==> config.mk <==
export PLATFORM = sky130hd
export DESIGN_NAME = ndvi_vegetation_pixel_mask_unit
export DESIGN_NICKNAME = d
export VERILOG_FILES = /design/src/rtl/ndvim_pkg.sv /design/src/rtl/ndvim_ratio_divider.sv /design/src/rtl/ndvi_vegetation_pixel_mask_unit.sv
export SDC_FILE = /design/constraint.sdc
export NUM_CORES = 2
export LEC_CHECK = 0
export BUFFER_PORTS_ARGS = -buffer_cell sky130_fd_sc_hd__buf_2
export CAP_MARGIN = 10
export CORE_MARGIN = 5
export CORE_UTILIZATION = 60
export DETAILED_ROUTE_END_ITERATION = 7
export PLACE_DENSITY_LB_ADDON = 0.1
export SLEW_MARGIN = 15
export SYNTH_ARGS = -nofsm -noshare
export SYNTH_HDL_FRONTEND = slang
export SYNTH_HIERARCHICAL = 1
export SYNTH_SLANG_ARGS = --single-unit
==> constraint.sdc <==
create_clock -name clk -period 66.7 [get_ports clk]
set_input_delay 10.005 -clock clk [delete_from_list [all_inputs] [get_ports clk]]
set_output_delay 10.005 -clock clk [all_outputs]
set_load 0.02 [all_outputs]
==> src/rtl/ndvim_pkg.sv <==
// ----------------------------------------------------------------------------
// ndvim_pkg
// Shared types and constants for the NDVI vegetation pixel mask unit.
// ----------------------------------------------------------------------------
package ndvim_pkg;

  // Fixed field widths
  localparam int BAND_W      = 16;
  localparam int THRESH_W    = 15;
  localparam int NODATA_W    = 16;
  localparam int VALUE_W     = 16;
  localparam int CFG_INDEX_W = 3;
  localparam int CFG_DATA_W  = 16;

  // Configuration register indexes
  localparam logic [CFG_INDEX_W-1:0] CFG_NDVI_THRESHOLD       = 3'd0;
  localparam logic [CFG_INDEX_W-1:0] CFG_BLUE_GREEN_THRESHOLD = 3'd1;
  localparam logic [CFG_INDEX_W-1:0] CFG_NODATA_BLUE          = 3'd2;
  localparam logic [CFG_INDEX_W-1:0] CFG_NODATA_GREEN         = 3'd3;
  localparam logic [CFG_INDEX_W-1:0] CFG_NODATA_RED           = 3'd4;
  localparam logic [CFG_INDEX_W-1:0] CFG_NODATA_NIR           = 3'd5;

  // Saturation limits of the signed result
  localparam logic [VALUE_W:0] VALUE_POS_MAX = 17'd32767;
  localparam logic [VALUE_W:0] VALUE_NEG_MAG = 17'd32768;

  typedef enum logic [1:0] {
    REASON_KEPT       = 2'd0,
    REASON_NODATA     = 2'd1,
    REASON_NDVI       = 2'd2,
    REASON_BLUE_GREEN = 2'd3
  } reason_t;

  typedef struct packed {
    logic [BAND_W-1:0] blue_sample;
    logic [BAND_W-1:0] green_sample;
    logic [BAND_W-1:0] red_sample;
    logic [BAND_W-1:0] nir_sample;
  } pixel_t;

  typedef struct packed {
    logic                      pixel_kept;
    logic signed [VALUE_W-1:0] ndvi_value;
    reason_t                   reject_reason;
  } result_t;

  // Sideband that rides along the divider pipeline
  typedef struct packed {
    logic    valid;
    logic    neg;
    reason_t reason;
  } div_ctrl_t;

endpackage

==> src/rtl/ndvim_ratio_divider.sv <==
// ----------------------------------------------------------------------------
// ndvim_ratio_divider
// Pipelined restoring divider for a proper fraction dividend < divisor.
// One quotient bit per stage, QUO_W stages, sideband carried alongside.
// ----------------------------------------------------------------------------
module ndvim_ratio_divider #(
  parameter int SUM_W = 17,
  parameter int QUO_W = 15
) (
  input  logic                  clk,
  input  logic                  rst,
  input  logic                  en,
  input  ndvim_pkg::div_ctrl_t  ctrl_in,
  input  logic [SUM_W-1:0]      dividend,
  input  logic [SUM_W-1:0]      divisor,
  output ndvim_pkg::div_ctrl_t  ctrl_out,
  output logic [QUO_W-1:0]      quotient
);
  import ndvim_pkg::*;

  div_ctrl_t        ctrl_q [QUO_W];
  logic [SUM_W-1:0] rem_q  [QUO_W];
  logic [SUM_W-1:0] div_q  [QUO_W];
  logic [QUO_W-1:0] quo_q  [QUO_W];

  for (genvar k = 0; k < QUO_W; k++) begin : g_stage
    div_ctrl_t        ctrl_prev;
    logic [SUM_W-1:0] rem_prev;
    logic [SUM_W-1:0] div_prev;
    logic [QUO_W-1:0] quo_prev;
    logic [SUM_W:0]   shifted;
    logic             ge;
    logic [SUM_W-1:0] rem_next;
    logic [QUO_W-1:0] quo_next;

    // Pick the previous stage, or the pipe input for the first one
    if (k == 0) begin : g_first
      assign ctrl_prev = ctrl_in;
      assign rem_prev  = dividend;
      assign div_prev  = divisor;
      assign quo_prev  = '0;
    end else begin : g_next
      assign ctrl_prev = ctrl_q[k-1];
      assign rem_prev  = rem_q[k-1];
      assign div_prev  = div_q[k-1];
      assign quo_prev  = quo_q[k-1];
    end

    // One restoring step: shift in a zero, subtract when it fits
    assign shifted  = {rem_prev, 1'b0};
    assign ge       = (shifted >= {1'b0, div_prev});
    assign rem_next = ge ? SUM_W'(shifted - {1'b0, div_prev}) : shifted[SUM_W-1:0];
    assign quo_next = {quo_prev[QUO_W-2:0], ge};

    // Advance sideband
    always_ff @(posedge clk) begin
      if (rst) begin
        ctrl_q[k] <= '0;
      end else if (en) begin
        ctrl_q[k] <= ctrl_prev;
      end
    end

    // Advance partial remainder and quotient
    always_ff @(posedge clk) begin
      if (en) begin
        rem_q[k] <= rem_next;
        div_q[k] <= div_prev;
        quo_q[k] <= quo_next;
      end
    end
  end

  assign ctrl_out = ctrl_q[QUO_W-1];
  assign quotient = quo_q[QUO_W-1];

endmodule

==> src/rtl/ndvi_vegetation_pixel_mask_unit.sv <==
// ----------------------------------------------------------------------------
// ndvi_vegetation_pixel_mask_unit
// Flags nodata pixels, tests |NDVI| and the optional blue-green index
// against their thresholds, and reports NDVI of kept pixels in fixed point.
// ----------------------------------------------------------------------------
//  channel  | signals                             | direction
//  ---------+-------------------------------------+----------
//  pixel    | pixel_valid, pixel_ready, pixel     | in
//  result   | result_valid, result_ready, result  | out
//  cfg      | cfg_valid, cfg_ready, cfg_index,    | in
//           | cfg_data                            |
//
// One pixel request per cycle while the pipe is not stalled. Each pixel
// passes stage 1, stage 2, the divider stages and the output register.
// All stages advance together; a stalled result holds the whole pipe, and
// pixel_ready follows result_ready whenever the output register is full.
// Reset clears the valid bits and all configuration registers to zero.
// cfg_ready is always high; writes to unknown indexes are dropped.
// ----------------------------------------------------------------------------
module ndvi_vegetation_pixel_mask_unit #(
  parameter int SAMPLE_BITS   = 16,
  parameter int FRACTION_BITS = 15
) (
  input  logic                               clk,
  input  logic                               rst,
  input  logic                               pixel_valid,
  output logic                               pixel_ready,
  input  ndvim_pkg::pixel_t                  pixel,
  output logic                               result_valid,
  input  logic                               result_ready,
  output ndvim_pkg::result_t                 result,
  input  logic                               cfg_valid,
  output logic                               cfg_ready,
  input  logic [ndvim_pkg::CFG_INDEX_W-1:0]  cfg_index,
  input  logic [ndvim_pkg::CFG_DATA_W-1:0]   cfg_data
);
  import ndvim_pkg::*;

  localparam int SW     = (SAMPLE_BITS < BAND_W) ? SAMPLE_BITS : BAND_W;
  localparam int SUM_W  = SW + 1;
  localparam int PROD_W = THRESH_W + SUM_W;
  localparam int CMP_W  = SW + ((FRACTION_BITS > BAND_W) ? FRACTION_BITS : BAND_W);
  localparam int QX_W   = (FRACTION_BITS > VALUE_W) ? FRACTION_BITS : VALUE_W + 1;

  // Configuration registers
  logic [THRESH_W-1:0] ndvi_threshold;
  logic [THRESH_W-1:0] blue_green_threshold;
  logic [NODATA_W-1:0] nodata_blue;
  logic [NODATA_W-1:0] nodata_green;
  logic [NODATA_W-1:0] nodata_red;
  logic [NODATA_W-1:0] nodata_nir;

  assign cfg_ready = 1'b1;

  always_ff @(posedge clk) begin
    if (rst) begin
      ndvi_threshold       <= '0;
      blue_green_threshold <= '0;
      nodata_blue          <= '0;
      nodata_green         <= '0;
      nodata_red           <= '0;
      nodata_nir           <= '0;
    end else if (cfg_valid) begin
      case (cfg_index)
        CFG_NDVI_THRESHOLD:       ndvi_threshold       <= cfg_data[THRESH_W-1:0];
        CFG_BLUE_GREEN_THRESHOLD: blue_green_threshold <= cfg_data[THRESH_W-1:0];
        CFG_NODATA_BLUE:          nodata_blue          <= cfg_data[NODATA_W-1:0];
        CFG_NODATA_GREEN:         nodata_green         <= cfg_data[NODATA_W-1:0];
        CFG_NODATA_RED:           nodata_red           <= cfg_data[NODATA_W-1:0];
        CFG_NODATA_NIR:           nodata_nir           <= cfg_data[NODATA_W-1:0];
        default: ;
      endcase
    end
  end

  // Global advance: the pipe moves when the output register can take a word
  logic en;
  assign en          = !result_valid || result_ready;
  assign pixel_ready = en;

  // Stage 1: nodata check, band differences and sums
  logic [SW-1:0]    b, g, r, n;
  logic             invalid;
  logic             nr_neg;
  logic [SW-1:0]    nr_diff, bg_diff;
  logic [SUM_W-1:0] nr_sum, bg_sum;

  assign b = pixel.blue_sample[SW-1:0];
  assign g = pixel.green_sample[SW-1:0];
  assign r = pixel.red_sample[SW-1:0];
  assign n = pixel.nir_sample[SW-1:0];

  assign invalid = (b == '0) || (b == nodata_blue[SW-1:0])  ||
                   (g == '0) || (g == nodata_green[SW-1:0]) ||
                   (r == '0) || (r == nodata_red[SW-1:0])   ||
                   (n == '0) || (n == nodata_nir[SW-1:0]);
  assign nr_neg  = (n < r);
  assign nr_diff = nr_neg ? (r - n) : (n - r);
  assign bg_diff = (b < g) ? (g - b) : (b - g);
  assign nr_sum  = {1'b0, n} + {1'b0, r};
  assign bg_sum  = {1'b0, b} + {1'b0, g};

  logic             s1_valid;
  logic             s1_invalid, s1_neg;
  logic [SW-1:0]    s1_nr_diff, s1_bg_diff;
  logic [SUM_W-1:0] s1_nr_sum, s1_bg_sum;

  always_ff @(posedge clk) begin
    if (rst) begin
      s1_valid <= 1'b0;
    end else if (en) begin
      s1_valid <= pixel_valid;
    end
  end

  always_ff @(posedge clk) begin
    if (en) begin
      s1_invalid <= invalid;
      s1_neg     <= nr_neg;
      s1_nr_diff <= nr_diff;
      s1_bg_diff <= bg_diff;
      s1_nr_sum  <= nr_sum;
      s1_bg_sum  <= bg_sum;
    end
  end

  // Stage 2: threshold times band sum for both indexes
  logic              s2_valid;
  logic              s2_invalid, s2_neg;
  logic [SW-1:0]     s2_nr_diff, s2_bg_diff;
  logic [SUM_W-1:0]  s2_nr_sum;
  logic [PROD_W-1:0] s2_nr_prod, s2_bg_prod;

  always_ff @(posedge clk) begin
    if (rst) begin
      s2_valid <= 1'b0;
    end else if (en) begin
      s2_valid <= s1_valid;
    end
  end

  always_ff @(posedge clk) begin
    if (en) begin
      s2_invalid <= s1_invalid;
      s2_neg     <= s1_neg;
      s2_nr_diff <= s1_nr_diff;
      s2_bg_diff <= s1_bg_diff;
      s2_nr_sum  <= s1_nr_sum;
      s2_nr_prod <= PROD_W'(ndvi_threshold) * PROD_W'(s1_nr_sum);
      s2_bg_prod <= PROD_W'(blue_green_threshold) * PROD_W'(s1_bg_sum);
    end
  end

  // Exact ratio tests by cross multiplication, then pick the reject reason
  logic      nr_exceeds, bg_exceeds;
  div_ctrl_t div_ctrl_in;

  assign nr_exceeds = (CMP_W'(s2_nr_diff) << FRACTION_BITS) > CMP_W'(s2_nr_prod);
  assign bg_exceeds = (CMP_W'(s2_bg_diff) << FRACTION_BITS) > CMP_W'(s2_bg_prod);

  always_comb begin
    div_ctrl_in.valid = s2_valid;
    div_ctrl_in.neg   = s2_neg;
    if (s2_invalid) begin
      div_ctrl_in.reason = REASON_NODATA;
    end else if (!nr_exceeds) begin
      div_ctrl_in.reason = REASON_NDVI;
    end else if ((blue_green_threshold != '0) && !bg_exceeds) begin
      div_ctrl_in.reason = REASON_BLUE_GREEN;
    end else begin
      div_ctrl_in.reason = REASON_KEPT;
    end
  end

  // NDVI magnitude: (|NIR-R| << FRACTION_BITS) / (NIR+R)
  div_ctrl_t                div_ctrl_out;
  logic [FRACTION_BITS-1:0] quotient;

  ndvim_ratio_divider #(
    .SUM_W (SUM_W),
    .QUO_W (FRACTION_BITS)
  ) u_divider (
    .clk      (clk),
    .rst      (rst),
    .en       (en),
    .ctrl_in  (div_ctrl_in),
    .dividend (SUM_W'(s2_nr_diff)),
    .divisor  (s2_nr_sum),
    .ctrl_out (div_ctrl_out),
    .quotient (quotient)
  );

  // Saturate, apply sign, zero the value of rejected pixels
  logic [QX_W-1:0]    q_ext;
  logic [VALUE_W-1:0] value;
  result_t            result_next;

  assign q_ext = QX_W'(quotient);

  always_comb begin
    if (div_ctrl_out.reason != REASON_KEPT) begin
      value = '0;
    end else if (div_ctrl_out.neg) begin
      if (q_ext > QX_W'(VALUE_NEG_MAG)) begin
        value = VALUE_W'(0) - VALUE_NEG_MAG[VALUE_W-1:0];
      end else begin
        value = VALUE_W'(0) - q_ext[VALUE_W-1:0];
      end
    end else begin
      if (q_ext > QX_W'(VALUE_POS_MAX)) begin
        value = VALUE_POS_MAX[VALUE_W-1:0];
      end else begin
        value = q_ext[VALUE_W-1:0];
      end
    end
    result_next.pixel_kept    = (div_ctrl_out.reason == REASON_KEPT);
    result_next.ndvi_value    = value;
    result_next.reject_reason = div_ctrl_out.reason;
  end

  // Output register
  always_ff @(posedge clk) begin
    if (rst) begin
      result_valid <= 1'b0;
    end else if (en) begin
      result_valid <= div_ctrl_out.valid;
    end
  end

  always_ff @(posedge clk) begin
    if (en) begin
      result <= result_next;
    end
  end

endmodule
==> run summary <==
# hold bufs at CTS -> 0
Core area -> 0.1122 mm2
Final Cycle Share -> 31.23%
Post-Synth Adder-Cell Area -> 22.63%
I/O Pins -> 110
Initial cell density of the core -> 60.26%
FF+latch area -> 0.02762 mm2
Peak supply drop -> 0.02242 mV
Clock Skew -> 39.18 ps
Hold Crit Class -> flop to flop
Via density -> 5.693
Critical setup path kind -> input port to output port
Detail Route Antenna Nets -> 0
Worst Tran Pin Value -> 1109 ps
Count leader, synth -> inv_1
Yosys reg bits -> 952
Nets@finish -> 7530
Sequential area share after synthesis -> 40.85%
Worst r2r src -> s1_nr_sum[6]
Cells along the critical path -> buf_2, nand2b_4, buf_2
Wirelength, routed -> 147700 um
Sink Count -> 952
Fmax -> 48.01 MHz
DRC viols -> 0
Largest net degree at the start of global routing -> 178
Yosys warnings -> 6
CTS resizes -> 0
Most used cell, CP -> buf_2
Synth-to-layout area growth -> 7.757%
Post-synth EDFFs -> 855
Pwr dens -> 38.65 mW/mm2
XOR/XNOR Fraction of Synth Area -> 4.703%
Num rows -> 123
Initial DRC count -> 3244
Clk_lat worst skew -> 690 ps
Post-synth top area share -> 37.98%
Status -> completed
Synthesized area per cell -> 10.54 um2
Final setup violation count -> 0
Max clock buf depth -> 3
Worst hold start -> s1_nr_diff[10]
# fillers -> 8906
Port Buffers -> 108
Critical Path AT -> 10820 ps
Die Height -> 345.7 um
Family with the most delay on the worst path -> simple AND/OR/NAND/NOR gates
Area of the multi-input gates -> 0.03583 mm2
Clock root buffer -> clkbuf_16
Share of layout cells above drive strength 1 -> 6.899%
Num CTS Buffers -> 103
Synth Net Count -> 7482
Primary FF master, synth -> edfxtp_1
Final slew viol count -> 0
Slew HR -> 26.04%
DP HPWL -> 111100 um
First-pass GRT wire length -> 240800 um
Remaining Overflow, GRT -> 0
Mux cell area share after synthesis -> 1.930%
Max-Cap Viols -> 0
Crit start category -> input port
Crit-path slowest cell -> nand2b_4
CTS tree -> done
RSZ-0062 raised after global routing -> no
Fin area -> 0.07285 mm2
Setup crit end kind -> output port
Cell Area, Placed -> 0.06952 mm2
Asr flop ratio synth -> 0%
Via count -> 45850
Final Critical Period -> 20830 ps
CP max stage delay -> 440 ps
Setup Total Neg Slack -> 0 ps
Worst-path clk slew -> 60 ps
P_leak -> 32.63 nW
Cell taking the most area after synthesis -> edfxtp_1
Cell Area, Synth -> 0.06760 mm2
Synthesized instance count -> 6415
Crit path required time -> 56690 ps
Ranking of synthesized cells by area -> edfxtp_1 38%, fa_1 12%, ha_1 11%
Vias in the first global route -> 46180
Origin of the worst setup path -> result_ready
Main combinational cell family by area after synthesis -> adder cells
Initial antenna violation count -> 7
Post-Synth Simple-Gate Area -> 12.23%
Top post-synthesis cells by count -> 892 x inv_1, 855 x edfxtp_1, 609 x nand2_1, 573 x ha_1, 442 x a21oi_1
CP bufs+invs -> 2
Chip Width -> 345.7 um
Compound-Gate Fraction of Synth Area -> 11.44%
Cell Count Post-Placement -> 7858
CP max FO -> 39
Yosys cell types -> 97
Drt wl/cell -> 18.34 um
Post-CTS setup buffers -> 0
End-of-flow core utilization -> 64.93%
DIE AREA -> 0.1195 mm2
Final std cells w/o fill -> 8053
Drt pass-1 iters -> 6
# H-tree levels -> 3
All-Layer GR Usage -> 24.64%
Final hold viol count -> 0
Gpl congestion -> 0.8966
-- through the flow --
| step | setup slack (ps) | power (W) | hold WS (ps) |
|---|---|---|---|
| after floorplan | 27530 | 0.001941 | 400.3 |
| after global placement | 45880 | 0.002226 | 400.8 |
| after detailed placement | 45850 | 0.002253 | 404.5 |
| after CTS | 45860 | 0.002824 | 390.9 |
| after global routing | 45810 | 0.003018 | 416.7 |
| final | 45870 | 0.002815 | 392.8 |
-- logic make-up (layout without fill, tap and decap cells) --
| group | after synthesis | after routing |
|---|---|---|
| AND/OR/NAND/NOR | 1685 | 1685 |
| AO/OA/AOI/OAI | 1219 | 1219 |
| buffers and inverters | 1097 | 1234 |
| adder cells (fa/ha/maj) | 979 | 979 |
| flip-flops | 952 | 952 |
| XOR/XNOR | 363 | 363 |
| multiplexers | 118 | 118 |
| other | 2 | 3 |
-- area by class of cell --
| cell class | count | area share [%] |
|---|---|---|
| antenna | 1 | 0.003435 |
| clock buffer | 116 | 3.605 |
| clock inverter | 78 | 0.9619 |
| inverter | 897 | 4.622 |
| multi-input combinational | 4366 | 49.18 |
| sequential | 952 | 37.91 |
| tap | 1500 | 2.576 |
| timing repair buffer | 143 | 1.140 |
-- final timing paths --
path	to	slack (ps)	depth (start not counted)
worst max-delay path	pixel_ready	45870	3
worst min-delay path	s2_nr_diff[10]	390	0
worst max register to register	s2_nr_prod[30]	59790	19
worst min register to register	s2_nr_diff[10]	390	0
-- flip-flops by register name (all words and copies together) (netlist names), 19 cells and up --
register,cells
u_divider/div_q,238
s2_bg_prod,32
u_divider/ctrl_q,60
u_divider/rem_q,238
s2_nr_prod,32
result,19
u_divider/quo_q,120
-- cell usage in the layout (no fill, tap or decap), types with 200 or more instances in the layout --
master and n:
ha_1 573, xnor2_1 200, nor2_1 275, fa_1 406, and2_1 375, o21ai_0 234, nand2_1 609, edfxtp_1 855
a21oi_1 441, inv_1 892
-- metal layers --
layer	routed length, um	GRT usage, %	vias up
li1	-	-	21980
met1	64790	33.57	22340
met2	70710	41.81	1269
met3	8284	3.902	264
met4	3896	6.114	2
met5	13	0	-
-- worst register-to-register path: stages (launching register included) --
cell and delay, ps:
edfxtp_1 1010, nand2_1 200, fa_1 580, inv_1 50, fa_1 460, fa_1 510, fa_1 510, fa_1 570
inv_1 60, fa_1 550, inv_1 50, ha_1 420, and3_1 220, and2_0 170, a221oi_2 280, nand3_2 180
a211oi_4 360, o21ai_2 90, a221oi_2 280, xnor2_1 110
-- power breakdown --
part           internal, W  switching (W)
sequential        0.000917       0.000125
combinational     0.000536       0.000684
clock             0.000319       0.000235
total              0.00177        0.00104
No activity file was read; power rests on OpenSTA's default activity.
